<file path="src/rtl/core/scfl_ram.sv">
// Generic single-clock RAM with one write port and one registered read port.
module scfl_ram #(
    parameter int WIDTH = 8,
    parameter int DEPTH = 16
) (
    input  logic                     i_clk,
    input  logic                     i_we,
    input  logic [$clog2(DEPTH)-1:0] i_waddr,
    input  logic [WIDTH-1:0]         i_wdata,
    input  logic                     i_re,
    input  logic [$clog2(DEPTH)-1:0] i_raddr,
    output logic [WIDTH-1:0]         o_rdata
);

    logic [WIDTH-1:0] r_mem [DEPTH];

    // Write port and registered read; read data holds between reads.
    always_ff @(posedge i_clk) begin
        if (i_we) begin
            r_mem[i_waddr] <= i_wdata;
        end
        if (i_re) begin
            o_rdata <= r_mem[i_raddr];
        end
    end

endmodule

</file>
<file path="config.mk">
export PLATFORM = sky130hd
export DESIGN_NAME = scfl_ram
export DESIGN_NICKNAME = d
export VERILOG_FILES = /design/src/rtl/core/scfl_ram.sv
export SDC_FILE = /design/constraint.sdc
export NUM_CORES = 1
export LEC_CHECK = 0
export ABC_AREA = 0
export BUFFER_PORTS_ARGS = -buffer_cell sky130_fd_sc_hd__buf_2
export CAP_MARGIN = 20
export CORE_MARGIN = 3
export CORE_UTILIZATION = 40
export DETAILED_ROUTE_END_ITERATION = 16
export GPL_ROUTABILITY_DRIVEN = 1
export REMOVE_ABC_BUFFERS = 1
export SYNTH_ARGS = -nofsm -noshare
export SYNTH_HDL_FRONTEND = slang
export SYNTH_SLANG_ARGS = --single-unit
</file>
<file path="constraint.sdc">
create_clock -name i_clk -period 2.56 [get_ports i_clk]
set_input_delay 0.512 -clock i_clk [delete_from_list [all_inputs] [get_ports i_clk]]
set_output_delay 0.512 -clock i_clk [all_outputs]
set_load 0.05 [all_outputs]
</file>
==> impl_metrics.tcl, run 1 <==
set metrics [dict create \
    fmax_ghz 0.582 \
    fin_nets 309 \
    power_density_mw_per_mm2 808 \
    grt_pass1_vias 2611 \
    relSlewSlack 0.540 \
    place.gp.congestion 0.758 \
    drv_slew 0 \
    vias 2509 \
    postRouteAntennaNets 0 \
    syn_area_per_cell_um2 22.8 \
    antenna_found_initial 0 \
    drt_iter0_markers 217 \
    layout_min_cycle_time_ns 1.72 \
    slowest_delay_ns 0.63 \
    end_kind "register" \
    io_pins 27 \
    fin_tns_setup_ns 0 \
    clk_latency_ns 0.41 \
    die_w_um 120 \
    cts.sinks 136 \
    yosysWarnings 0 \
    placed_area_mm2 0.00571 \
    drc 0 \
    grt_overflow 0 \
    crit_fanout 31 \
    yosysSeqAreaShare 0.781 \
    placementRows 41 \
    hold_violations 0 \
    tritoncts "built" \
    layout-drive-gt1-share 0.337 \
    detail_route.wl_per_cell_um 21.4 \
    cts.repair.resized 0 \
    cts_htree_levels 4 \
    hold_buffers 0 \
    postCtsSetupRepairBufs 0 \
    clk_pin_slew_worst_paths_ns 0.06 \
    rr_worst_depth 3 \
    critPathLaunch "i_raddr[0]" \
    routed_wl_um 10200 \
    critPathCapture "o_rdata[3]" \
    area_delta_synth_final_pct 19.9 \
    n_antenna_cell 0 \
    cts-buffers-inserted 17 \
    core_mm2 0.0127 \
    maxCapViolCount 0 \
    reg2reg_to "o_rdata[3]" \
    min_path_type "in2reg" \
    io_buffers 26 \
    first_pass_iters 4 \
    outcome "completed" \
    reg2reg_setup_slack_ns 1.05 \
    dieArea_mm2 0.0145 \
    leakage_nw 2.12 \
    power_mw 5.07 \
    required_ns 2.71 \
    cp.arrival_ns 1.87 \
    tightest_slew_ns 0.689 \
    start_util 0.411 \
    setup_viol 0 \
    ys_ff_latch 136 \
    worstPathCellList "buf_2, buf_12, mux4_1, a22oi_1, nand2_1" \
    dp_hpwl_um 6710 \
    synth_cell_types 18 \
    worst_setup_path_start_kind "input pin" \
    vias_per_cell 5.28 \
    post-route-period-util 0.671 \
    grt_max_degree 32 \
    rsz0062_at_grt "false" \
    die_h_um 120 \
    clock-root-buffer "clkbuf_16" \
    finalInstanceArea_mm2 0.00627 \
    r2r-start "r_mem[6][3]" \
    synth_area_mm2 0.00523 \
    synthCells 229 \
    grt_pass1_wl_um 15400 \
    critical_path_class "in2reg" \
    cts_buffer_depth 2 \
    grt_usage 0.152 \
    finalClockSkew_ns 0.00833 \
    ir_worst_vdd_mv 0.468 \
    critPathSlowestCell "mux4_1" \
]
routing by layer:
metal / track usage / up-vias / part of all wire
met3: 0.0407 / 15 / 0.060
met4: 0.0659 / 0 / 0.019
met2: 0.230 / 84 / 0.47
li1: - / 1111 / -
met1: 0.209 / 1299 / 0.45
met5: 0 / - / 0
cells by family after synthesis:
group	Yosys count	synth area share
DFF	136	0.781
buffers and inverters	10	0.0165
and+or+nand+nor	35	0.0314
AOI/OAI and AO/OA	16	0.0230
muxes	32	0.148
cell type report:
type | instances | area, µm²
repair buffers | 52 | 350
flip-flops and latches | 136 | 4080
fillers | 1059 | 6450
multi-input cells | 83 | 1060
clock buffers | 17 | 425
well taps | 172 | 215
clock inverters | 15 | 136
placed cells by master (no fill, tap or decap), types with 2 or more instances in the layout:
cell type / instances
mux4_1: 14
nor2_1: 13
buf_4: 24
a22oi_1: 16
bufinv_16: 2
nand2_1: 9
buf_2: 26
clkinv_2: 7
clkinvlp_4: 5
buf_12: 2
nand3b_1: 2
nor3_1: 4
mux4_2: 18
nand2b_1: 2
clkbuf_16: 17
edfxtp_1: 136
worst min path at each step:
stage,cells past startpoint,end,slack (ns),start
2_1_floorplan,0,r_mem[0][0],0.61,i_wdata[0]
3_3_place_gp,3,o_rdata[1],0.73,r_mem[15][1]
3_5_place_dp,3,o_rdata[2],0.74,r_mem[12][2]
4_1_cts,1,o_rdata[5],0.48,i_re
5_1_grt,1,r_mem[5][4],0.49,i_wdata[4]
6_report,1,o_rdata[2],0.49,i_re
state kept, by name, summed over array words and instances (netlist names):
signal / flops
o_rdata: 8
r_mem: 128
synthesized netlist by cell type:
| cell type | n | area [µm²] |
|---|---|---|
| buf_4 | 1 | 7.51 |
| nor2b_1 | 1 | 6.26 |
| mux4_2 | 18 | 405 |
| a22oi_1 | 16 | 120 |
| clkdlybuf4s25_2 | 3 | 30.0 |
| buf_2 | 3 | 15.0 |
| buf_6 | 3 | 33.8 |
| and2_1 | 1 | 6.26 |
| or3b_2 | 1 | 8.76 |
| edfxtp_1 | 136 | 4080 |
| and2b_1 | 1 | 7.51 |
| nand3b_1 | 2 | 15.0 |
| nand2b_1 | 2 | 12.5 |
| nor2_1 | 13 | 48.8 |
| nand3_1 | 1 | 5.00 |
| nand2_1 | 9 | 33.8 |
| mux4_1 | 14 | 368 |
| nor3_1 | 4 | 20.0 |
worst max-delay path: cells and delay by family:
kind,cells,cell delay [ns]
muxes,1,0.63
buffers and inverters,2,0.33
AOI/OAI and AO/OA,1,0.26
and+or+nand+nor,1,0.10
stage by stage:
stage | hold WS [ns] | utilization | setup WS [ns] | instances
finish | 0.493 | 0.493 | 0.843 | 475
global route | 0.493 | 0.493 | 0.766 | 475
CTS | 0.479 | 0.493 | 0.847 | 475
detailed placement | 0.738 | 0.449 | 0.427 | 443
global placement | 0.726 | 0.449 | 0.429 | 443
floorplan | 0.611 | - | 0.555 | 219
power by group:
| group | internal [mW] | switching (mW) | total [mW] |
|---|---|---|---|
| clock network | 1.41 | 0.861 | 2.27 |
| registers | 2.51 | 0.0147 | 2.52 |
| logic | 0.101 | 0.168 | 0.269 |
| total | 4.02 | 1.04 | 5.07 |
(Power assumes the default switching activity.)
==> run 2, diff against run 1 <==
--- a/config.mk
+++ b/config.mk
@@ -5,7 +5,7 @@
 export SDC_FILE = /design/constraint.sdc
 export NUM_CORES = 1
 export LEC_CHECK = 0
-export ABC_AREA = 0
+export ABC_AREA = 1
 export BUFFER_PORTS_ARGS = -buffer_cell sky130_fd_sc_hd__buf_2
 export CAP_MARGIN = 20
 export CORE_MARGIN = 3
==> constraint.sdc (replaced) <==
create_clock -name i_clk -period 1.5 [get_ports i_clk]
set_input_delay 0.3 -clock i_clk [delete_from_list [all_inputs] [get_ports i_clk]]
set_output_delay 0.3 -clock i_clk [all_outputs]
set_load 0.05 [all_outputs]
==> run 2 against run 1 <==
Against the previous run:
- setup slack got worse by 0.74 ns
- total power increased by 84%
- final cell count increased by 67%
- clock power increased by 96%
- clock skew decreased by 0.0044 ns
- first-iteration DRC count increased by 87%
- die area increased by 11%
- critical path depth decreased by 4
- sequential cell count unchanged
- largest power group is now clock
- critical endpoint is now o_rdata[5]
- combinational power increased by 120%
==> impl_metrics.tcl, run 2 <==
set metrics [dict create \
    dieArea_mm2 0.0161 \
    maxCapViolCount 0 \
    end_kind "primary output" \
    synth_area_leaders "edfxtp_1 70%, nand2_1 11%, nand3_1 8.3%" \
    ir_worst_vdd_mv 0.844 \
    syn_area_per_cell_um2 10.6 \
    dp_hpwl_um 8180 \
    synthMostInstantiatedCell "nand2_1" \
    grt_pass1_vias 3892 \
    placed_area_mm2 0.00628 \
    synth_top_area_cell "edfxtp_1" \
    hold_slack_ns 0.278 \
    largest_reg_flops 128 \
    finalInstanceArea_mm2 0.00691 \
    slowest_delay_ns 0.40 \
    synth_ff_type "edfxtp_1" \
    worst_setup_path_start_kind "register" \
    detail_route.wl_per_cell_um 16.8 \
    drc 0 \
    cts_htree_levels 4 \
    layout_common_cells "173 x nand2_1, 136 x edfxtp_1, 100 x inv_1" \
    placementRows 43 \
    worstPathCellList "buf_2" \
    tritoncts "built" \
    antenna_found_initial 0 \
    largest_registers "r_mem (128), o_rdata (8)" \
    power_mw 9.33 \
    postRouteAntennaNets 0 \
    worst-path-buf-inv 1 \
    grt_max_degree 50 \
    clk_pin_slew_worst_paths_ns 0.06 \
    yosysSeqAreaShare 0.698 \
    tightest_slew_ns 0.637 \
    vias 3849 \
    critPathLaunch "o_rdata[5]" \
    final_common_cell "nand2_1" \
    route.layer.met1.wl_um 5910 \
    comb_power_share 0.062 \
    grt_usage 0.176 \
    cp_top_family "flip-flops" \
    cp.arrival_ns 1.09 \
    drv_slew 0 \
    io_buffers 26 \
    first_pass_iters 6 \
    rsz0062_at_grt "false" \
    relSlewSlack 0.575 \
    clk_latency_ns 0.41 \
    finalClockSkew_ns 0.00396 \
    critical_path_class "reg2out" \
    layout_min_cycle_time_ns 1.39 \
    place.gp.congestion 0.802 \
    synth_area_mm2 0.00585 \
    cts.sinks 136 \
    wl_met3_um 677 \
    switching_power_mw 1.96 \
    route.met2.wl_um 6520 \
    area_delta_synth_final_pct 18.3 \
    grt_overflow 0 \
    reg2reg_to "o_rdata[2]" \
    clock-root-buffer "clkbuf_16" \
    regMostFlops "r_mem" \
    leakage_nw 2.98 \
    rr_worst_depth 6 \
    io_pins 27 \
    fmax_ghz 0.718 \
    routed_wl_um 13300 \
    swShare 0.210 \
    ys_ff_latch 136 \
    synth_edf_count 136 \
    core_mm2 0.0141 \
    power_density_mw_per_mm2 1350 \
    hold_buffers 0 \
    reg2reg_setup_slack_ns 0.41 \
    netlist.area_leader.share 0.698 \
    p_clk_frac 0.475 \
    synth_cell_types 11 \
    crit_cells 1 \
    nFillCells 1278 \
    required_ns 1.20 \
    vias_per_cell 4.87 \
    fin_tns_setup_ns 0 \
    hold_violations 0 \
    cts_buffer_depth 2 \
    r2r-start "r_mem[9][2]" \
    cts.repair.resized 0 \
    fin_nets 617 \
    timing.final.ws_setup_ns 0.107 \
    outcome "completed" \
    critPathSlowestCell "edfxtp_1" \
    post-route-period-util 0.929 \
    cts-buffers-inserted 17 \
    die_w_um 127 \
    layout-drive-gt1-share 0.136 \
    synth_common_cells "173 x nand2_1, 136 x edfxtp_1, 100 x inv_1, 97 x nand3_1, 17 x nor2_1" \
    setup_viol 0 \
    place_ws_ns -0.0200 \
    drt_iter0_markers 406 \
    die_h_um 127 \
    start_util 0.415 \
    top_layer "met4" \
    min_path_type "in2reg" \
    async_reset_ff_frac 0 \
    critPathCapture "o_rdata[5]" \
    synthCells 551 \
    postCtsSetupRepairBufs 0 \
    n_antenna_cell 0 \
    p_int_mw 7.37 \
    crit_fanout 1 \
    grt_pass1_wl_um 21500 \
    power_frac_seq 0.462 \
    yosysWarnings 0 \
]
## run 2: kinds of logic after synthesis
logic type             share of synthesized area
buffers and inverters                     0.0939
DFF                                        0.698
and+or+nand+nor                            0.208
## run 2: how the worst min path moves through the flow
stage                    start            to  slack [ns]  depth (start not counted)
CTS                 i_wdata[1]   r_mem[4][1]        0.26                          1
global route              i_re    o_rdata[1]        0.27                          1
global placement    i_wdata[3]   r_mem[6][3]        0.70                          1
floorplan           i_wdata[0]   r_mem[0][0]        0.40                          0
finish              i_wdata[3]  r_mem[11][3]        0.28                          1
detailed placement  i_wdata[1]   r_mem[4][1]        0.70                          1
## run 2: final cells by class
| class | instances | area [µm²] | share of cell area |
|---|---|---|---|
| sequential | 136 | 4080 | 0.591 |
| multi-input combinational | 289 | 1210 | 0.176 |
| clock buffer | 17 | 425 | 0.0615 |
| inverter | 102 | 383 | 0.0554 |
| timing repair buffer | 52 | 375 | 0.0543 |
| tap | 180 | 225 | 0.0326 |
| clock inverter | 15 | 208 | 0.0300 |
## run 2: power by group through the flow
stage / Sequential, mW / Combinational (mW) / Clock, mW
after floorplan: 4.44 / 0.230 / 0
after global placement: 4.39 / 0.573 / 0
after detailed placement: 4.39 / 0.584 / 0
after CTS: 4.31 / 0.590 / 4.49
after global routing: 4.32 / 0.646 / 4.69
final: 4.31 / 0.581 / 4.44
## run 2: stage by stage
step,std cells,utilization
finish,791,0.491
global route,791,0.491
CTS,791,0.491
detailed placement,759,0.446
global placement,759,0.446
floorplan,527,-
## run 2: metal layers
metal  up-vias  GRT usage
li1       1876          -
met1      1852      0.232
met2       103      0.292
met3        18     0.0345
met4         0     0.0650
met5         -          0
